`src/sv/cc20_pkg.sv`:
```
// Shared types, constants and round function for the ChaCha20 keystream XOR unit
package cc20_pkg;

  localparam int DoubleRounds = 10;
  localparam int HalfSteps    = 4 * DoubleRounds;
  localparam int StepW        = $clog2(HalfSteps + 1);
  localparam int BlockBytes   = 64;
  localparam int BlockW       = 8 * BlockBytes;
  localparam int OffW         = $clog2(BlockBytes);
  localparam int InQueueDepth = 4;

  localparam logic [OffW-1:0] LastOff = OffW'(BlockBytes - 1);

  localparam logic [3:0][31:0] Sigma = {
    32'h6b206574, 32'h79622d32, 32'h3320646e, 32'h61707865
  };

  typedef enum logic [2:0] {
    CFG_KEY01   = 3'd0,
    CFG_KEY23   = 3'd1,
    CFG_KEY45   = 3'd2,
    CFG_KEY67   = 3'd3,
    CFG_NONCE01 = 3'd4,
    CFG_NONCE2  = 3'd5
  } cfg_idx_t;

  typedef enum logic {
    JOB_ZERO,
    JOB_PRE
  } job_t;

  typedef struct packed {
    logic [7:0] data;
    logic       last;
  } item_t;

  typedef struct packed {
    logic [7:0][31:0] key;
    logic [2:0][31:0] nonce;
  } key_cfg_t;

  typedef struct packed {
    logic        start;
    logic        abort;
    logic [31:0] ctr;
  } gen_req_t;

  typedef struct packed {
    logic busy;
    logic done;
  } gen_sts_t;

  // half of a quarter round; returns {a, b, c, d}
  function automatic logic [127:0] qr_half(input logic [31:0] a, input logic [31:0] b,
                                           input logic [31:0] c, input logic [31:0] d,
                                           input logic second);
    logic [31:0] a2;
    logic [31:0] b2;
    logic [31:0] c2;
    logic [31:0] d2;
    a2 = a + b;
    d2 = d ^ a2;
    d2 = second ? {d2[23:0], d2[31:24]} : {d2[15:0], d2[31:16]};
    c2 = c + d2;
    b2 = b ^ c2;
    b2 = second ? {b2[24:0], b2[31:25]} : {b2[19:0], b2[31:20]};
    return {a2, b2, c2, d2};
  endfunction

endpackage

```
`src/sv/cc20_back.sv`:
```
// Back end: keystream block scheduling, byte XOR and result queue
module cc20_back import cc20_pkg::*; (
  input  logic              clk,
  input  logic              rst_n,
  input  logic              cfg_wr,
  input  item_t             q_item,
  input  logic              q_valid,
  output logic              q_take,
  output gen_req_t          req,
  input  gen_sts_t          sts,
  input  logic [BlockW-1:0] blk,
  output logic              out_empty,
  input  logic              out_pop,
  output logic [7:0]        out_result_byte,
  output logic              out_result_last
);

  logic [BlockW-1:0] cur_r;
  logic [BlockW-1:0] pre_r;
  logic [BlockW-1:0] zero_r;
  logic              cur_vld_r;
  logic              pre_vld_r;
  logic              zero_vld_r;
  logic [31:0]       cur_ctr_r;
  logic [31:0]       pre_ctr_r;
  logic [31:0]       job_ctr_r;
  job_t              job_r;
  logic [OffW-1:0]   off_r;

  logic [7:0]        oq_byte_r [2];
  logic              oq_last_r [2];
  logic              oq_wp_r;
  logic              oq_rp_r;
  logic [1:0]        oq_cnt_r;

  logic [31:0]       want;
  logic              pre_ok;
  logic              need_pre;
  logic              consume;
  logic              pop_fire;

  assign want     = cur_vld_r ? cur_ctr_r + 1'b1 : cur_ctr_r;
  assign pre_ok   = pre_vld_r && (pre_ctr_r == want);
  assign need_pre = !pre_ok && (cur_vld_r || cur_ctr_r != '0);
  assign consume  = q_valid && cur_vld_r && (oq_cnt_r != 2'd2);
  assign q_take   = consume;
  assign pop_fire = out_pop && !out_empty;

  always_comb begin
    req.start = !sts.busy && !sts.done && !cfg_wr && (!zero_vld_r || need_pre);
    req.ctr   = zero_vld_r ? want : '0;
    req.abort = cfg_wr || (sts.busy && job_r == JOB_PRE && job_ctr_r != want);
  end

  always_ff @(posedge clk) begin
    if (!rst_n) begin
      job_r     <= JOB_ZERO;
      job_ctr_r <= '0;
    end else if (req.start) begin
      job_r     <= zero_vld_r ? JOB_PRE : JOB_ZERO;
      job_ctr_r <= req.ctr;
    end
  end

  always_ff @(posedge clk) begin
    if (!rst_n) begin
      cur_vld_r  <= 1'b0;
      pre_vld_r  <= 1'b0;
      zero_vld_r <= 1'b0;
      cur_ctr_r  <= '0;
      pre_ctr_r  <= '0;
      off_r      <= '0;
    end else begin
      if (pre_vld_r && pre_ctr_r != want) begin
        pre_vld_r <= 1'b0;
      end
      if (consume) begin
        if (q_item.last) begin
          cur_r     <= zero_r;
          cur_vld_r <= zero_vld_r;
          cur_ctr_r <= '0;
          off_r     <= '0;
        end else if (off_r == LastOff) begin
          off_r     <= '0;
          cur_ctr_r <= cur_ctr_r + 1'b1;
          if (pre_ok) begin
            cur_r     <= pre_r;
            pre_vld_r <= 1'b0;
          end else begin
            cur_vld_r <= 1'b0;
          end
        end else begin
          cur_r <= cur_r >> 8;
          off_r <= off_r + 1'b1;
        end
      end else if (!cur_vld_r) begin
        if (cur_ctr_r == '0 && zero_vld_r) begin
          cur_r     <= zero_r;
          cur_vld_r <= 1'b1;
        end else if (pre_ok) begin
          cur_r     <= pre_r;
          cur_vld_r <= 1'b1;
          pre_vld_r <= 1'b0;
        end
      end
      if (sts.done && !cfg_wr) begin
        if (job_r == JOB_ZERO) begin
          zero_r     <= blk;
          zero_vld_r <= 1'b1;
        end else if (job_ctr_r == want) begin
          pre_r     <= blk;
          pre_vld_r <= 1'b1;
          pre_ctr_r <= job_ctr_r;
        end
      end
      // drop cached blocks; an untouched current block is rebuilt too
      if (cfg_wr) begin
        zero_vld_r <= 1'b0;
        pre_vld_r  <= 1'b0;
        if (off_r == '0) begin
          cur_vld_r <= 1'b0;
        end
      end
    end
  end

  always_ff @(posedge clk) begin
    if (consume) begin
      oq_byte_r[oq_wp_r] <= q_item.data ^ cur_r[7:0];
      oq_last_r[oq_wp_r] <= q_item.last;
    end
  end

  always_ff @(posedge clk) begin
    if (!rst_n) begin
      oq_wp_r  <= 1'b0;
      oq_rp_r  <= 1'b0;
      oq_cnt_r <= '0;
    end else begin
      if (consume) begin
        oq_wp_r <= !oq_wp_r;
      end
      if (pop_fire) begin
        oq_rp_r <= !oq_rp_r;
      end
      oq_cnt_r <= oq_cnt_r + 2'(consume) - 2'(pop_fire);
    end
  end

  assign out_empty       = (oq_cnt_r == '0);
  assign out_result_byte = oq_byte_r[oq_rp_r];
  assign out_result_last = oq_last_r[oq_rp_r];

endmodule

```
`config.mk`:
```
export PLATFORM = sky130hd
export DESIGN_NAME = cc20_back
export DESIGN_NICKNAME = d
export VERILOG_FILES = /design/src/sv/cc20_pkg.sv /design/src/sv/cc20_back.sv
export SDC_FILE = /design/constraint.sdc
export NUM_CORES = 2
export LEC_CHECK = 0
export BUFFER_PORTS_ARGS = -buffer_cell sky130_fd_sc_hd__buf_2
export CORE_MARGIN = 2
export CORE_UTILIZATION = 54
export DETAILED_ROUTE_END_ITERATION = 6
export GPL_TIMING_DRIVEN = 0
export PLACE_DENSITY = 0.76
export SYNTH_ARGS = -nofsm -noshare
export SYNTH_HDL_FRONTEND = slang
export SYNTH_SLANG_ARGS = --single-unit
export TNS_END_PERCENT = 50
```
`constraint.sdc`:
```
create_clock -name clk -period 46.8 [get_ports clk]
set_input_delay 7.02 -clock clk [delete_from_list [all_inputs] [get_ports clk]]
set_output_delay 7.02 -clock clk [all_outputs]
set_load 0.1 [all_outputs]
```
# Word-level counts from Yosys, hierarchy flattened
# Memory sizes are Yosys's and may differ from the RTL's. A register that Yosys moved wholly into a read port is not among the register bits.
# Cells that the tools add are included.
[word_totals]
ff_bits = 1646
latch_bits = 0
ram_bits = 18
mem_bits_ro = 0
input_bits = 528
out_inout_bits = 45
elab_cells = 104
memories = 2
[op_classes]
n_addsub = 4
mul = 0
div = 0
n_lt_le_gt_ge = 0
eq_ne = 7
shifts = 0
muxes = 38
bitwise = 3
n_reduce_logical = 36
[memory_table]
columns = ["name", "depth", "width", "rd", "rd_ports_with_merged_regs", "write_ports", "line_no", "text"]
rows = [
  ["oq_byte_r", 2, 8, 1, 1, 1, "cc20_back.sv:30", "logic [7:0] oq_byte_r [2];"],
  ["oq_last_r", 2, 1, 1, 1, 1, "cc20_back.sv:31", "logic oq_last_r [2];"],
]
[ops]
columns = ["operator", "n"]
rows = [
  ["two-way mux 512 bit", 6],
  ["two-way mux 32 bit", 4],
  ["== test 32 bit", 2],
  ["!= test 32 bit", 2],
  ["adder 32 x 1 -> 32 bit, second input constant", 1],
  ["zero test 32 bit", 1],
  ["nonzero test 32 bit", 1],
  ["two-way mux 1 bit", 26],
  ["logical AND 1 bit", 13],
  ["two-way mux 6 bit", 2],
  ["zero test 1 bit", 8],
  ["bitwise XOR 8 bit", 1],
  ["adder 6 x 1 -> 6 bit, second input constant", 1],
  ["== test 6 bit, second input constant", 1],
  ["zero test 6 bit", 1],
  ["AND reduction 2 bit", 3],
  ["AND reduction 3 bit", 2],
  ["AND reduction 4 bit", 1],
  ["logical OR 1 bit", 3],
  ["adder 2 x 1 -> 2 bit", 1],
  ["zero test 2 bit", 1],
  ["!= test 2 x 1 -> 1 bit, second input constant", 1],
  ["!= test 2 bit, second input constant", 1],
  ["NOT 1 bit", 2],
  ["other kinds (3)", 3],
]

# Depth between registers and ports, before layout
[depth]
depth_word = 12
depth_mapped = 15
ltp_nobuf = 11

# Worst setup path after synthesis
# No wires, ideal clock.
[synth_path]
kind = "input-to-reg"
start = "in rst_n"
end = "reg zero_r[0], enable pin"
setup_time_ps = 2117
arrival_ps = 44229
t_required_ps = 44683
slack_ps = 454
cell_stages = 3
n_path_buf = 1
path_cell_list = "clkbuf_1 > nand2b_1 > nor3b_1"
[synth_via]
elab_chain_cells = 1
[synth_rtl]
columns = ["element", "line_no", "text"]
rows = [
  ["from (decl)", "cc20_back.sv:4", "input logic rst_n,"],
  ["AND reduction 3 bit (no source line)", "n/a", ""],
  ["to (signal assigned)", "cc20_back.sv:108", "zero_r <= blk;"],
  ["to (decl)", "cc20_back.sv:20", "logic [BlockW-1:0] zero_r;"],
]
# Every way passes these cells.
# A chain may end at the register's enable or synchronous reset.

# Worst setup path in the final report
[layout_path]
start = "in q_valid"
end = "out q_take"
[layout_via]
elab_chain_cells = 2
[layout_rtl]
columns = ["element", "line_no", "text"]
rows = [
  ["from (decl)", "cc20_back.sv:7", "input logic q_valid,"],
  ["logical AND 1 bit (2 in series)", "cc20_back.sv:45", "assign consume = q_valid && cur_vld_r && (oq_cnt_r != 2'd2);"],
  ["to (decl)", "cc20_back.sv:8", "output logic q_take,"],
]
# Every way passes these cells.

==> flow_summary.ini <==
[status]
status = finished clean

[floorplan]
die_y_um = 362
rows = 131
chipWidth_um = 362
die_area_mm2 = 0.131
io_pins = 573
start_util_pct = 54.4
coreArea_mm2 = 0.128

[grt]
grt_util_all_layers_pct = 29.0
grt_overflow_total = 0
grt.busiest_layer = met2
met2_usage_pct = 46.8
grt_pass1_wl_um = 288000
grt_pass1_vias = 47200
met3_usage_pct = 7.24
grt_max_degree = 36
use_met1_pct = 37.0
antenna_found_initial = 121

[critical_path]
worstSetupEndpointType = output pin
crit_type = in -> out
crit_start = q_valid
cp-start-kind = primary input
required_ps = 39780
ff2ff_path_depth = 18
arrival_ps = 9440
r2r_start = cur_ctr_r[0]
critPathMaxFanout = 11

[timing]
clock.fmax_mhz = 60.7
fin_crit_sh_pct = 35.2
worst_slew_pin_slew_ps = 1270
report.final.slew_viol_count = 0
period_needed_ps = 16460
finalSetupTns_ps = 0
finalHoldViolations = 0
setup_violations = 0
rsz0062_at_grt = no
slew-limit-headroom_pct = 15.2
fin_worst_skew_ps = 64.3

[final_layout]
fin_util_pct = 64.1
multi_input_area_mm2 = 0.0190
final_common_cell = edfxtp_1
fill_cells = 9241
syn2layout_area_growth_pct = 17.8
drive_gt1_share_pct = 17.1
seqCellArea_mm2 = 0.0489
final_cell_mix = edfxtp_1 (1554), buf_2 (627), mux2i_1 (551)
num-nets-final = 6218

[routing]
dr.pass1.iters = 5
remaining_drc_errors = 0
antenna_left = 0
num_vias = 47900
routed_wl_um = 196000
post_drt_wl_per_cell_um = 25.9
drt_iter0_drc = 5905
via_per_inst = 6.33

[min_path]
hp-start = pre_ctr_r[2]
hold_path.class = reg -> reg
min_path_cells = 2

[placed_design]
gp_congestion = 0.953
dp_hpwl_um = 139000
io_buffers = 572

[pwr]
p_sw_share_pct = 23.1
seqPwrFrac_pct = 52.6
leakage_uw = 0.0305
power.density_mw_per_mm2 = 40.6
pwr-share-comb_pct = 6.5
ir_drop_uv = 36.8
power.switching_uw = 766
p_int_uw = 2560
p_clk_share_pct = 40.9
total_power_uw = 3320

[cts]
cts_resized = 0
cts_max_level = 4
clk_pin_slew_ps = 60
clockBufferDepth = 3
cts_tree = built
cts.sink_count = 1665
cts_buffers = 168
cts_root_buffer = clkbuf_16
postCtsSetupBuffers = 0
insertion_delay_ps = 840
hold_buffers = 0

[yosys]
ys_ff_latch = 1665
yosysUniqueCellTypes = 61
synth_area_mm2 = 0.0694
ys_seq_area_share_pct = 70.4
syn_inst = 4842
ys_warn_count = 0
netlist_top_cells_area = edfxtp_1 (67%), mux2i_1 (7.9%), a22oi_1 (5.5%)
async_flop_share_pct = 0
synth_top_area_share_pct = 67.2
synth_area_leader_cell = edfxtp_1
synthFlopType = edfxtp_1
avgSynthCellArea_um2 = 14.3
syn_nets = 5376
synth_edf_count = 1554

[run]
cap_violations = 0
==> state kept, by name, indices dropped and copies added, names as in the netlist, 2 cells and up, named ones only <==
name       flops
cur_ctr_r     32
cur_r        512
job_ctr_r     32
off_r          6
oq_byte_r     16
oq_cnt_r       2
oq_last_r      2
pre_ctr_r     32
pre_r        512
zero_r       512
==> final timing paths <==
check / to / slack (ps)
worst max register to register: pre_r[471] / 39810
worst min-delay path: pre_ctr_r[2] / 500
worst min register to register: pre_ctr_r[2] / 500
worst max-delay path: q_take / 30340
==> per-layer routing <==
layer	wire, um	share of wire, %
met1	73300	37
met5	533	0.27
met3	18900	9.6
met2	95500	49
met4	7540	3.9
==> cells in the mapped netlist (4+ instances only) <==
master	number
edfxtp_1	1554
mux2i_1	551
a21oi_1	524
a22oi_1	504
o21ai_0	463
clkbuf_1	308
dfxtp_1	111
nand2_1	101
o21ai_1	100
nand3_1	85
nor2_1	83
buf_2	55
a31oi_1	43
xor2_1	39
xnor2_1	38
nand4_1	25
and2_1	24
nor2b_1	22
nor3_1	21
nor4_1	21
inv_1	17
xnor3_1	17
or4_1	13
and4_1	11
mux2_2	11
nand2b_1	9
o31ai_1	9
and3_1	8
a211oi_1	6
ha_1	6
or3_1	6
o41ai_1	5
a2111o_1	4
nand3b_1	4
==> cells by family after synthesis <==
logic type	share of synthesized area, %
AO/OA/AOI/OAI	14.2
AND/OR/NAND/NOR	3.33
XOR/XNOR	1.56
flip-flops	70.4
adder cells (fa/ha/maj)	0.108
buffers and inverters	2.19
multiplexers	8.13
==> worst max-delay path: stages <==
cell	delay (ps)
buf_2	80
o21ai_0	270
or2_2	380
clkbuf_1	340
inv_1	190
clkbuf_1	590
buf_2	560
==> stage by stage <==
step	cell area, um^2	std cells	worst slack, ps	hold slack, ps
after floorplan	69400	4842	454	457
after global placement	74300	7076	-24800	474
after detailed placement	76000	7176	30410	493
final	81800	7557	30340	504
after CTS	81600	7488	30400	500
after global routing	81700	7540	30330	519
==> final cells by class <==
type	instances	share of cell area, %
flip-flops and latches	1665	59.8
multi-input cells	2793	23.3
repair buffers	672	5.53
clock buffers	207	5.42
well taps	1662	2.54
plain buffers	367	1.78
clock inverters	105	1.40
diodes	69	0.211
inverters	17	0.0780
==> power groups by stage <==
stage	clock [uW]	sequential [uW]	combinational, uW
final	1360	1750	216
after detailed placement	0	1770	213
after floorplan	0	1800	123
after global routing	1430	1750	234
after CTS	1370	1740	215
after global placement	0	1850	190
No activity file was read; power rests on OpenSTA's default activity.
