File: src/sv/cc20_pkg.sv
// Shared types, constants and round function for the ChaCha20 keystream XOR unit
package cc20_pkg;

  localparam int DoubleRounds = 10;
  localparam int HalfSteps    = 4 * DoubleRounds;
  localparam int StepW        = $clog2(HalfSteps + 1);
  localparam int BlockBytes   = 64;
  localparam int BlockW       = 8 * BlockBytes;
  localparam int OffW         = $clog2(BlockBytes);
  localparam int InQueueDepth = 4;

  localparam logic [OffW-1:0] LastOff = OffW'(BlockBytes - 1);

  localparam logic [3:0][31:0] Sigma = {
    32'h6b206574, 32'h79622d32, 32'h3320646e, 32'h61707865
  };

  typedef enum logic [2:0] {
    CFG_KEY01   = 3'd0,
    CFG_KEY23   = 3'd1,
    CFG_KEY45   = 3'd2,
    CFG_KEY67   = 3'd3,
    CFG_NONCE01 = 3'd4,
    CFG_NONCE2  = 3'd5
  } cfg_idx_t;

  typedef enum logic {
    JOB_ZERO,
    JOB_PRE
  } job_t;

  typedef struct packed {
    logic [7:0] data;
    logic       last;
  } item_t;

  typedef struct packed {
    logic [7:0][31:0] key;
    logic [2:0][31:0] nonce;
  } key_cfg_t;

  typedef struct packed {
    logic        start;
    logic        abort;
    logic [31:0] ctr;
  } gen_req_t;

  typedef struct packed {
    logic busy;
    logic done;
  } gen_sts_t;

  // half of a quarter round; returns {a, b, c, d}
  function automatic logic [127:0] qr_half(input logic [31:0] a, input logic [31:0] b,
                                           input logic [31:0] c, input logic [31:0] d,
                                           input logic second);
    logic [31:0] a2;
    logic [31:0] b2;
    logic [31:0] c2;
    logic [31:0] d2;
    a2 = a + b;
    d2 = d ^ a2;
    d2 = second ? {d2[23:0], d2[31:24]} : {d2[15:0], d2[31:16]};
    c2 = c + d2;
    b2 = b ^ c2;
    b2 = second ? {b2[24:0], b2[31:25]} : {b2[19:0], b2[31:20]};
    return {a2, b2, c2, d2};
  endfunction

endpackage

File: src/sv/cc20_front.sv
// Input side: accepts message bytes into a short queue toward the back end
module cc20_front import cc20_pkg::*; #(
  parameter int DEPTH = InQueueDepth
) (
  input  logic       clk,
  input  logic       rst_n,
  input  logic       in_push,
  input  logic [7:0] in_data_byte,
  input  logic       in_last_byte,
  output logic       in_full,
  output item_t      q_item,
  output logic       q_valid,
  input  logic       q_take
);

  localparam int AW = (DEPTH > 1) ? $clog2(DEPTH) : 1;
  localparam int CW = $clog2(DEPTH + 1);

  item_t         mem_r [DEPTH];
  logic [AW-1:0] wp_r;
  logic [AW-1:0] rp_r;
  logic [CW-1:0] cnt_r;
  logic          push;
  logic          take;

  assign in_full = (cnt_r == CW'(DEPTH));
  assign q_valid = (cnt_r != '0);
  assign q_item  = mem_r[rp_r];
  assign push    = in_push && !in_full;
  assign take    = q_take && q_valid;

  always_ff @(posedge clk) begin
    if (push) begin
      mem_r[wp_r] <= '{data: in_data_byte, last: in_last_byte};
    end
  end

  always_ff @(posedge clk) begin
    if (!rst_n) begin
      wp_r  <= '0;
      rp_r  <= '0;
      cnt_r <= '0;
    end else begin
      if (push) begin
        wp_r <= (wp_r == AW'(DEPTH - 1)) ? '0 : wp_r + 1'b1;
      end
      if (take) begin
        rp_r <= (rp_r == AW'(DEPTH - 1)) ? '0 : rp_r + 1'b1;
      end
      cnt_r <= cnt_r + CW'(push) - CW'(take);
    end
  end

endmodule

File: config.mk
export PLATFORM = sky130hd
export DESIGN_NAME = cc20_front
export DESIGN_NICKNAME = d
export VERILOG_FILES = /design/src/sv/cc20_pkg.sv /design/src/sv/cc20_front.sv
export SDC_FILE = /design/constraint.sdc
export NUM_CORES = 1
export LEC_CHECK = 0
export BUFFER_PORTS_ARGS = -buffer_cell sky130_fd_sc_hd__buf_2
export CAP_MARGIN = 15
export CORE_ASPECT_RATIO = 0.6
export CORE_MARGIN = 3
export CORE_UTILIZATION = 55
export DETAILED_ROUTE_END_ITERATION = 7
export GPL_TIMING_DRIVEN = 0
export PLACE_DENSITY_LB_ADDON = 0.1
export SLEW_MARGIN = 20
export SYNTH_ARGS = -nofsm -noshare
export SYNTH_HDL_FRONTEND = slang
export SYNTH_SLANG_ARGS = --single-unit
File: constraint.sdc
create_clock -name clk -period 2.45 [get_ports clk]
set_clock_uncertainty 0.05 [all_clocks]
set_input_delay 0.245 -clock clk [delete_from_list [all_inputs] [get_ports clk]]
set_output_delay 0.245 -clock clk [all_outputs]
set_load 0.05 [all_outputs]
# Word-level counts from Yosys, hierarchy flattened

Memories as Yosys holds them, arrays and structs flattened. A register that Yosys moved wholly into a read port is not among the register bits.
Cells that the tools add are included.

Flip-flop bits (word level): 7
RAM bits: 36
Input port bits: 13
Logic and storage cells: 21
Memories kept: 1

Add/subtract/negate cells: 4
Equal/unequal tests: 3
Mux-type cells: 6
Reductions and logical operators: 4

Memories:

| name  | words | width | read ports | clocked after Yosys merged registers in | write ports | line             | RTL |
|---|---|---|---|---|---|---|---|
| mem_r | 4     | 9     | 1          | 1                                       | 1           | cc20_front.sv:19 | `item_t mem_r [DEPTH];` |

Operators by type and width:

| operator                                                       | count |
|---|---|
| 2-bit two-way mux                                              | 4 |
| 2-bit by 1-bit adder with 2-bit output (second input constant) | 2 |
| 2-bit equality test (second input constant)                    | 2 |
| 3-bit by 1-bit adder with 3-bit output                         | 1 |
| 3-bit equality test (second input constant)                    | 1 |
| 3-bit nonzero test                                             | 1 |
| 3-bit by 1-bit subtractor with 3-bit output                    | 1 |
| 1-bit logical AND                                              | 2 |
| 1-bit two-way mux                                              | 2 |
| 1-bit zero test                                                | 1 |

# Depth between registers and ports, before layout

Gate-level depths: netlist (run 1).

Depth after elaboration: 5
Gate-level depth with buffers: 12
Gate-level depth less buffers: 11

# Least setup slack after synthesis (run 1)

OpenSTA, ideal clock, no wires.

Path kind: flip-flop to flip-flop
Start: register cnt_r[1]
End: register cnt_r[2]
Library setup time: 0.115 ns
Arrival time: 2.593 ns
Path slack: -0.308 ns
Stages on the path, launching flop included: 13
Buffers on the path: 1
Clock period less this slack: 2.758 ns
Path through: dfxtp_1 nor3b_2 nor2b_1 buf_6 inv_1 ha_1 inv_1 ha_1 inv_1 fa_1 xnor2_1 xnor2_1 and2_1

Longest elaborated chain between the ends: 5
Elaborated cells on any way between the ends: 7
Those cells by class: add/sub (2); eq/ne (1); reduce/logical (4)

RTL lines:

| element                                     | line             | RTL |
|---|---|---|
| from (decl)                                 | cc20_front.sv:22 | `logic [CW-1:0] cnt_r;` |
| from (signal assigned)                      | cc20_front.sv:50 | `cnt_r <= cnt_r + CW'(push) - CW'(take);` |
| 3-bit equality test                         | cc20_front.sv:26 | `assign in_full = (cnt_r == CW'(DEPTH));` |
| via in_full                                 | cc20_front.sv:10 | `output logic in_full,` |
| 1-bit zero test                             | cc20_front.sv:29 | `assign push = in_push && !in_full;` |
| 1-bit logical AND                           | cc20_front.sv:29 |  |
| 3-bit by 1-bit adder with 3-bit output      | cc20_front.sv:50 |  |
| 3-bit by 1-bit subtractor with 3-bit output | cc20_front.sv:50 |  |

The timed path passes the listed nets, and every way through them passes these cells.
A chain may end at the register's enable or synchronous reset.

# Worst setup path in the final report (run 1)

Start: register cnt_r[2]
End: register cnt_r[2]

Longest elaborated chain between the ends: 5
Elaborated cells on any way between the ends: 7
Those cells by class: add/sub (2); eq/ne (1); reduce/logical (4)

RTL lines:

| element                                         | line |
|---|---|
| 3-bit equality test                             | cc20_front.sv:26 |
| 1-bit zero test                                 | cc20_front.sv:29 |
| 1-bit logical AND                               | cc20_front.sv:29 |
| 3-bit by 1-bit adder with 3-bit output          | cc20_front.sv:50 |
| 3-bit by 1-bit subtractor with 3-bit output (*) | cc20_front.sv:50 |

Mark *: on every way between the ends. The rest lies on a longest branch, timed or not.

==> results list, run 1 <==
- Hold slack: 0.130 ns
* DIE HEIGHT: 50.1 um
* Relative slew margins: 0.627
* Final period util: 0.933
- In the synthesized netlist the dominant register cell turns out to be edfxtp_1.
* Time the worst path needs with I/O delays and setup: 2.29 ns
- Detailed-route wire length: 2810 um
- In this run the number of H-tree levels came out at 2.
- Ranked by instance count, the synthesized netlist is headed by edfxtp_1 (36), dfxtp_1 (9), mux4_2 (9), ha_1 (7).
* Leakage power summed over all cells: 0.763 nW
* Gr usage total: 0.165
- Worst setup EP type: flip-flop
- Syn Nets: 120
- Placeable core region: 2980 um2
- Of the total power, the clock network draws 0.223.
* Average vias per placed instance: 5.23
- Initial core utilization: 0.598
* Cell breakdown of the critical path: nor3b_4 -> nor2b_1 -> buf_6 -> inv_1 -> ha_1 -> inv_1 -> ha_1 -> inv_1 -> fa_2 -> xnor2_1 -> xnor2_1 -> and2_1
- Along the worst path, the maximum fanout reaches 7.
- In the routed design, unresolved DRC markers number 0.
* Setup Buffers After CTS: 0
- Number of I/O port buffers: 23
* Number of synthesized flops with an enable pin: 36
* Area fraction of the dominant cell type after synthesis: 0.605
- Power spread over the standard cell area amounts to 1120 nW/um2.
- In this run the power spent charging and discharging nets is 0.000810 W.
- For this run, asynchronously set or reset flops after synthesis account for 0.
- During synthesis, Yosys emitted a total of 0 warnings.
- The total count of hold-check failures in the final report came to 0.
- Setup Crit Path Kind: flip-flop to flip-flop
* Final weighted congestion of routability-driven global placement: 0.791
- Worst path buffer plus inverter count: 4
- On the worst path, the slowest cell contributes a delay of 0.36 ns.
- Critical path startpoint category: flip-flop
- Synthesis-to-finish area growth: 16.8%
* Synth cell types: 20
* Number of storage elements in the synthesis netlist: 45
- Mean cell area of the mapped netlist: 18.0 um2
- Clock tree synthesis found a total of 45 sinks.
- Part of the Yosys area used for sequential elements: 0.706
* Horizontal die dimension: 79.6 um
* Max Transition Viols Final: 0
* Reg clk slew, reported paths: 0.08 ns
* Critical Path RT: 2.58 ns
- Critical Path Most Common Cell: inv_1
- Deepest clock path buffer count: 2
- The initial antenna violation count came to 0.
- The slowest stage of the critical path is the dfxtp_2 cell.
* Final setup viols: 0
* Num CTS Buffers: 5
- Worst EP arrival: 2.42 ns
- The die covers 3990 um2.
- In this design, the largest share of critical-path delay is due to adder cells.
- Ranked by total cell area, the synthesized netlist is headed by edfxtp_1 (61%), mux4_2 (11%), dfxtp_1 (10%), ha_1 (4.9%), and2_1 (2.1%).
- Setup repair after global routing left no endpoint under its margin.
- Detail Placement HPWL: 2040 um
- Number of max-cap violations: 0
* Vias in the first global route: 1000
- Pin count of the biggest net entering global routing: 14
- Total design power: 0.00234 W
- Total congestion overflow: 0
* Switching part of the total: 0.346
* Residual antenna-violating net count after detailed routing: 0
- The pre-antenna-repair detailed-routing pass consisted of 4 iterations.
* Placement-stage worst setup slack: -0.00266 ns
* Flop pwr share: 0.435
- Of all cell types, the one taking the most synthesized area is edfxtp_1.
* Detailed router's first-iteration violation count: 17
- Outcome: complete, no violations
- Share of post-route cells with drive strength above 1: 0.362
- The first global-routing pass estimated 4760 um of wire.
- After detailed routing, the average wire length per cell comes to 16.3 um.
- Cell area after technology mapping: 1790 um2
* Worst min path class: input port to flip-flop
- Maximum achievable frequency: 0.437 GHz
- VDD sags by at most 0.677 mV.
* Transition time at the pin with the least slew margin: 0.560 ns
- Cell Int Power: 0.00153 W
- Measured on the finished design, the core utilization comes to 0.699.
* Clock tree from TritonCTS: done
- Across all setup checks in the final design, the least slack found is 0.164 ns.
- Across all layers, the routed design uses 899 vias.
- The share of total power dissipated in combinational logic is 0.342.
- The initialized floorplan defines 15 standard-cell rows.
- The net count of the finished layout is 150.
- Gate Count Post-Synth: 99
- For the worst-skew pair, the clock arrives at the later sink with an insertion delay of 0.28 ns.
* Dominant cell by count in the synthesized netlist: edfxtp_1
- The root buffer cell chosen for the clock tree is clkbuf_8.
- Final antenna diode count: 0
* Number of top-level pins: 24
## flip-flops by register name, summed over array words and instances (netlist names), named ones only
register / cells
rp_r: 2
mem_r: 36
wp_r: 2
cnt_r: 3
## final cells by class
| class | instances | area, um2 |
|---|---|---|
| sequential | 45 | 1260 |
| timing repair buffer | 23 | 115 |
| buffer | 4 | 26.3 |
| clock inverter | 2 | 33.8 |
| inverter | 6 | 22.5 |
| multi-input combinational | 44 | 498 |
| tap | 42 | 52.6 |
| fill | 204 | 898 |
| clock buffer | 6 | 72.6 |
## layer usage
metal / routed length (um) / track usage
met3: 105 / 0.0502
met4: 12 / 0.0514
met5: 0 / 0
met2: 1500 / 0.287
met1: 1180 / 0.199
## placed cells by master (no fill, tap or decap)
cell type  count
clkbuf_8       5
edfxtp_1      36
mux4_2         9
or3_2          1
nor2b_1        2
o31ai_4        1
buf_6          1
o21ai_0        2
nor2_1         2
clkinv_1       1
inv_1          6
dfxtp_1        6
buf_2         23
nand2_1        6
nand3_1        2
mux2i_1        2
and2_1         6
clkbuf_1       3
bufinv_16      1
nor3b_4        1
buf_4          1
dfxtp_2        3
fa_2           1
xnor2_1        2
ha_1           7
## final timing paths
| check | slack [ns] | cells after the start | from | endpoint |
|---|---|---|---|---|
| max | 0.16 | 12 | cnt_r[2] | cnt_r[2] |
| min | 0.13 | 1 | in_data_byte[7] | mem_r[0][8] |
| max reg2reg | 0.16 | 12 | cnt_r[2] | cnt_r[2] |
| min reg2reg | 0.45 | 2 | wp_r[1] | wp_r[1] |
## worst register-to-register path, delay by kind of cell (launching register included)
kind | cells | cell delay [ns]
xor+xnor | 2 | 0.29
fa+ha+maj | 3 | 0.74
buf+inv | 4 | 0.30
flops | 1 | 0.36
simple gates | 3 | 0.46
## per-stage QoR
stage / cells / cell area [um2] / setup TNS, ns
floorplan: 99 / 1800 / -0.0238
global placement: 164 / 1970 / 0
detailed placement: 164 / 1970 / -0.00266
CTS: 172 / 2080 / 0
global route: 172 / 2090 / 0
finish: 172 / 2090 / 0
## timing repair
item | CTS | global route
hold buffers | 0 | 0
setup endpoints to repair | 1 | 1
gates resized for setup | 1 | 1
hold endpoints to repair | 0 | 0
## power groups by stage
stage / logic (W) / registers [W] / clock network, W
floorplan: 0.000646 / 0.00101 / 0
global placement: 0.000777 / 0.00102 / 0
detailed placement: 0.000801 / 0.00103 / 0
CTS: 0.000806 / 0.00101 / 0.000542
global route: 0.000861 / 0.00103 / 0.000569
finish: 0.000801 / 0.00102 / 0.000523
## cell families (layout without fill, tap and decap cells)
| kind of cell | after synthesis | in the layout | synth area share |
|---|---|---|---|
| AO/OA/AOI/OAI | 3 | 3 | 0.00981 |
| XOR/XNOR | 2 | 2 | 0.00981 |
| adder cells (fa/ha/maj) | 8 | 8 | 0.0603 |
| buffers and inverters | 10 | 41 | 0.0273 |
| flip-flops | 45 | 45 | 0.706 |
| multiplexers | 11 | 11 | 0.125 |
| AND/OR/NAND/NOR | 20 | 20 | 0.0617 |
No activity file was read; power rests on OpenSTA's default activity.
==> run 2, diff against run 1 <==
--- a/config.mk
+++ b/config.mk
@@ -5,10 +5,10 @@
 export SDC_FILE = /design/constraint.sdc
 export NUM_CORES = 1
 export LEC_CHECK = 0
-export BUFFER_PORTS_ARGS = -buffer_cell sky130_fd_sc_hd__buf_2
+export BUFFER_PORTS_ARGS = -buffer_cell sky130_fd_sc_hd__clkbuf_2
 export CAP_MARGIN = 15
 export CORE_ASPECT_RATIO = 0.6
-export CORE_MARGIN = 3
+export CORE_MARGIN = 1
 export CORE_UTILIZATION = 55
 export DETAILED_ROUTE_END_ITERATION = 7
 export GPL_TIMING_DRIVEN = 0
==> run 2 against run 1 <==
Maximum frequency shrank 0.49%. Global-route usage grew 2.4 points. Clock power grew 24%. Power grew 5.3%. Wire length shrank 0.75%. Largest cell class unchanged. Non-clock buffer count is the same. First-iteration DRC count grew 120%. Sequential share of layout area shrank 0.79 points. Via count shrank 2.9%. Largest power group unchanged. Cell area grew 1.3%. Critical path depth is the same. Critical endpoint unchanged. Count of clock-buffer cells in the layout shrank 1.
==> results list, run 2 (synthesized netlist as in run 1, its figures left out) <==
- STA classifies the critical path startpoint as a flip-flop.
- Post-Layout Cell Count: 172
- Filler Cell Count: 211
- In this design, the stage delay of the slowest critical-path cell is 0.36 ns.
- Final period util: 0.938
* Worst setup EP type: flip-flop
- Maximum achievable frequency: 0.435 GHz
- Flop pwr share: 0.414
* Total DRC errors in the routed layout: 0
* Switching part of the total: 0.338
- The die is 75.6 um wide.
- The total overflow left after global routing is 0.
* Setup Crit Path Kind: flip-flop to flip-flop
* First-pass GRT wire length: 4250 um
- Across every metal layer, demand over resource in global routing totals 0.189.
- Total count of hold-check failures in the final report: 0
* Vias in the first global route: 890
* Num CTS Buffers: 5
- For this design the top-level I/O count stands at 24.
- Max Transition Viols Final: 0
- Clock Tree Root: clkbuf_8
- After floorplanning, the core was divided into 15 placement rows.
* Average vias per placed instance: 5.08
- Die area: 3490 um2
- Reg clk slew, reported paths: 0.09 ns
- Setup repair after global routing left no endpoint under its margin.
* Number of flip-flops under the largest register name: 36
* Routed length per placed instance: 16.2 um
- Transition time at the pin with the least slew margin: 0.542 ns
- In the final layout, flip-flops and latches occupy 1260 um2.
* Share of post-route cells with drive strength above 1: 0.377
* Number of I/O port buffers: 23
* Detailed router's first-iteration violation count: 38
* Placeable core region: 2980 um2
* Leading cell types in the layout, fill and taps excluded: edfxtp_1 (36), clkbuf_2 (23), mux4_2 (9), ha_1 (7)
* Worst min path class: input port to flip-flop
* Cell count after placement: 164
- By instance count, the cell type seen most on the critical path is inv_1.
- Leading cell type in the layout, fill and taps excluded: edfxtp_1
* Maximum fanout count along the critical path: 7
* Detailed-route wire length: 2790 um
* Final antenna diode count: 0
- VDD IR-drop max: 0.713 mV
* Residual antenna-violating net count after detailed routing: 0
* Final weighted congestion of routability-driven global placement: 0.712
- Clock tree from TritonCTS: done
* Cell breakdown of the critical path: nor3b_4 -> nor2b_1 -> buf_6 -> inv_1 -> ha_1 -> inv_1 -> ha_1 -> inv_1 -> fa_2 -> xnor2_1 -> xnor2_1 -> and2_1
- Combinational cell fraction of total power: 0.323
- Relative slew margins: 0.639
- The initial antenna violation count is 0.
- Final setup viols: 0
- Number of levels in the clock H-tree: 2
- Initial core utilization: 0.598
* Number of sinks handled by clock tree synthesis: 45
- Worst EP arrival: 2.43 ns
* Share of total power in the clock network: 0.263
- DIE HEIGHT: 46.1 um
- Area used by multi-input combinational logic: 498 um2
- Time the worst path needs with I/O delays and setup: 2.30 ns
* Pin count of the biggest net entering global routing: 15
- Counting flops per register, the top entry is mem_r.
- The largest registers in the layout are mem_r (36), cnt_r (3).
- The analysis attributes to cell leakage a power of 0.783 nW.
* Detail Placement HPWL: 1980 um
* Category of cells accounting for the largest share of critical-path delay: adder cells
* Total design power: 0.00247 W
* Critical Path RT: 2.59 ns
- Worst path buffer plus inverter count: 4
* Total power density per cell area: 1170 nW/um2
- The later pin in the worst-skew pair is clocked with a latency of 0.29 ns.
- Post-CTS Hold Fix Bufs: 0
- Synthesis-to-finish area growth: 18.4%
* Deepest clock path buffer count: 2
- Final layout net count: 150
- Pre-Repair DR Iteration Count: 4
- The analysis attributes to net switching a power of 0.000834 W.
- Outcome: complete, no violations
- Via count: 873
- Number of max-cap violations: 0
- Cell Int Power: 0.00163 W
- For this design, the slowest cell found on the critical path is dfxtp_2.
## run 2: cell type report
cell class	count	share of cell area
clock buffer	5	0.0326
timing repair buffer	23	0.0545
clock inverter	3	0.0308
tap	42	0.0249
sequential	45	0.599
buffer	4	0.0124
multi-input combinational	44	0.236
inverter	6	0.0107
## run 2: metal layers
metal / share of wire / vias up / wire [um] / global-route usage
li1: - / 424 / - / -
met2: 0.48 / 19 / 1350 / 0.304
met5: 0 / - / 0 / 0
met1: 0.46 / 423 / 1280 / 0.244
met3: 0.042 / 7 / 116 / 0.0591
met4: 0.013 / 0 / 37 / 0.0778
## run 2: timing repair
action                     CTS  global route
cloned                       0             0
setup endpoints to repair    1             1
gates resized for setup      1             1
buffers inserted             0             0
## run 2: stage by stage
step	utilization	setup TNS (ns)	area (um2)	hold WS, ns	setup WS [ns]
floorplan	-	-0.0238	1800	0.294	-0.0238
global placement	0.659	0	1970	0.411	0.0586
detailed placement	0.659	-0.0619	1970	0.421	-0.0619
CTS	0.705	0	2100	0.112	0.0954
global route	0.708	0	2110	0.115	0.0291
finish	0.708	0	2110	0.118	0.153
## run 2: worst paths after layout
check / from / end / slack, ns / cells after the start
worst max register to register: cnt_r[2] / cnt_r[2] / 0.15 / 12
worst max-delay path: cnt_r[2] / cnt_r[2] / 0.15 / 12
worst min-delay path: in_data_byte[1] / mem_r[3][2] / 0.12 / 1
worst min register to register: wp_r[1] / wp_r[1] / 0.45 / 2
## run 2: worst register-to-register path: cells and delay by family, from the launching register on
family / cells / cell delay, ns
xor+xnor: 2 / 0.27
simple gates: 3 / 0.45
flops: 1 / 0.36
buf+inv: 4 / 0.31
fa+ha+maj: 3 / 0.76
## run 2: power groups by stage
stage / Sequential, W / Combinational, W / Clock, W
3_5_place_dp: 0.00103 / 0.000798 / 0
5_1_grt: 0.00104 / 0.000855 / 0.000690
6_report: 0.00102 / 0.000797 / 0.000648
4_1_cts: 0.00101 / 0.000802 / 0.000656
2_1_floorplan: 0.00101 / 0.000646 / 0
3_3_place_gp: 0.00102 / 0.000775 / 0
==> run 3, diff against run 2 <==
--- a/config.mk
+++ b/config.mk
@@ -12,7 +12,7 @@
 export CORE_UTILIZATION = 55
 export DETAILED_ROUTE_END_ITERATION = 7
 export GPL_TIMING_DRIVEN = 0
-export PLACE_DENSITY_LB_ADDON = 0.1
+export PLACE_DENSITY = 0.77
 export SLEW_MARGIN = 20
 export SYNTH_ARGS = -nofsm -noshare
 export SYNTH_HDL_FRONTEND = slang
==> run 3 against run 2 <==
Utilization fell by 0.92 points. Non-clock buffer count unchanged. Flip-flop and latch count unchanged. Worst hold slack better by 0.015 ns. Combinational power increased by 1%. Cell area down 1.3%. Register-to-register slack barely moved. Count of clock-buffer cells in the layout increased by 1. Global-route usage increased by 1.8 points. Final cell count is the same. Via count increased by 4.7%. Power down 4.4%. Critical endpoint unchanged. Largest cell class unchanged. Largest power group unchanged. Highest routed layer unchanged.
==> results list, run 3 (synthesized netlist as in run 1, its figures left out) <==
- The flow ran to the end, and the final reports show no timing, DRC or antenna violations.
* Setup Crit Path Kind: flip-flop to flip-flop
* Post-CTS Hold Fix Bufs: 0
- Post-Layout Cell Count: 172
* Critical path startpoint category: flip-flop
- After layout, the minimum clock period comes to 2.29 ns.
- Placeable core region: 2980 um2
- The first routing iteration left 49 violations.
- Pin count of the biggest net entering global routing: 14
* Hold slack: 0.133 ns
* Biggest registers after layout: mem_r (36), cnt_r (3)
* Worst setup EP type: flip-flop
- In this run the post-CTS setup repair buffer count came out at 0.
- Number of top-level pins: 24
- Ranked by flip-flop count, first place goes to mem_r.
- The initialized floorplan defines 15 standard-cell rows.
- DIE HEIGHT: 46.1 um
- Gr usage total: 0.207
- The congestion estimate from routability-driven global placement came to 0.742.
- Leaving out fill and tap cells, the most frequent cell in the layout is edfxtp_1.
* Final setup viols: 0
- CP max stage delay: 0.37 ns
- The total overflow left after global routing is 0.
- Relative slew margins: 0.640
- Total power density per cell area: 1130 nW/um2
- Number of flip-flops under the largest register name: 36
* Via count: 914
* Maximum achievable frequency: 0.436 GHz
- Setup repair after global routing missed its margin: false
* Transition time at the pin with the least slew margin: 0.540 ns
- The first global-routing pass estimated 4640 um of wire.
* Number of max-cap violations: 0
- Final antenna diode count: 0
* Leakage power summed over all cells: 0.767 nW
* Cell type of the slowest stage on the worst timing path: dfxtp_2
- The total count of hold-check failures in the final report came to 0.
- Die area: 3490 um2
- Pre-Repair DR Iteration Count: 4
- Detailed-route wire length: 2960 um
- VDD IR-drop max: 0.580 mV
- The number of pins exceeding their max-slew limit in the final report was 0.
- Summed over all failing endpoints, the final setup total negative slack is 0 ns.
* Clock tree from TritonCTS: done
- For this run, the post-layout net count is 150.
- Number of levels in the clock H-tree: 2
- Of the cells placed in the final design, the portion with a size suffix greater than 1 is 0.362.
- The initial antenna violation count is 0.
- The later pin in the worst-skew pair is clocked with a latency of 0.29 ns.
* Cell count after placement: 164
- For this run, design rule violations remaining after detail routing come to 0.
- The number of global-route vias before repair is 965.
- Final period util: 0.937
* Initial core utilization: 0.598
- For this design, the sink count on the clock tree is 45.
- Worst EP arrival: 2.43 ns
- After layout, the design draws a total of 0.00236 W.
- Num CTS Buffers: 5
* Number of I/O port buffers: 23
- Counting stages on the worst path, the most repeated cell is inv_1.
- Traced cell by cell, the critical path runs through nor3b_4 -> nor2b_1 -> buf_6 -> inv_1 -> ha_1 -> inv_1 -> ha_1 -> inv_1 -> fa_2 -> xnor2_1 -> xnor2_1 -> and2_1.
- Maximum fanout count along the critical path: 7
* Worst min path class: input port to flip-flop
- After legalization and detailed placement, the total HPWL measured 2040 um.
- Once detail routing completed, the nets flagged for antenna violations numbered 0.
* Clock Tree Root: clkbuf_8
- Leading cell types in the layout, fill and taps excluded: edfxtp_1 (36), clkbuf_2 (23), mux4_2 (9), ha_1 (7)
- Synthesis-to-finish area growth: 16.8%
* Reg clk slew, reported paths: 0.08 ns
- Dividing the detail-routed wire length by the instance count gives 17.2 um.
* Deepest clock path buffer count: 2
- After detailed routing, the number of vias per cell comes to 5.31.
* Critical Path RT: 2.59 ns
- Horizontal die dimension: 75.6 um
## run 3: cell types whose count changed in the layout (fill, tap and decap cells not counted)
cell,change
bufinv_16,-1
clkbuf_1,+1
clkinv_1,+1
clkinv_2,-1
## run 3: critical path, delay by kind of cell, from the launching register on
family | cells | cell delay (ns)
flip-flops | 1 | 0.37
XOR/XNOR | 2 | 0.29
buffers and inverters | 4 | 0.30
adder cells (fa/ha/maj) | 3 | 0.74
AND/OR/NAND/NOR | 3 | 0.45
## run 3: worst paths after layout
kind | start | endpoint | slack (ns) | depth (start not counted)
worst max register to register | cnt_r[2] | cnt_r[2] | 0.16 | 12
worst max-delay path | cnt_r[2] | cnt_r[2] | 0.16 | 12
worst min register to register | wp_r[0] | wp_r[0] | 0.49 | 2
worst min-delay path | in_data_byte[3] | mem_r[0][4] | 0.13 | 1
## run 3: metal layers
metal  global-route usage  share of wire  wire, um
met3               0.0700          0.044       129
met1                0.256           0.43      1260
met4                0.119          0.022        66
met2                0.327           0.51      1500
met5                    0              0         0
## run 3: stage by stage
stage,utilization,setup WS (ns),instance area [um2]
after detailed placement,0.659,-0.00592,1970
after CTS,0.696,0.126,2080
after global placement,0.659,0.0708,1970
after global routing,0.699,0.00165,2090
final,0.699,0.155,2090
after floorplan,-,-0.0238,1800
## run 3: cell type report
cell class / instances / area (um2)
plain buffers: 4 / 26.3
clock buffers: 6 / 72.6
clock inverters: 2 / 33.8
fillers: 199 / 898
inverters: 6 / 22.5
multi-input cells: 44 / 498
flip-flops and latches: 45 / 1260
well taps: 42 / 52.6
repair buffers: 23 / 115
## run 3: power by group
part	switching (W)	internal, W	total, W
registers	0.0000836	0.000945	0.00103
clock network	0.000223	0.000301	0.000524
logic	0.000519	0.000285	0.000805
total	0.000826	0.00153	0.00236
## run 3: repair_timing
item                       CTS  global route
gates resized for setup      1             1
setup endpoints to repair    1             1
cloned                       0             0
hold endpoints to repair     0             0
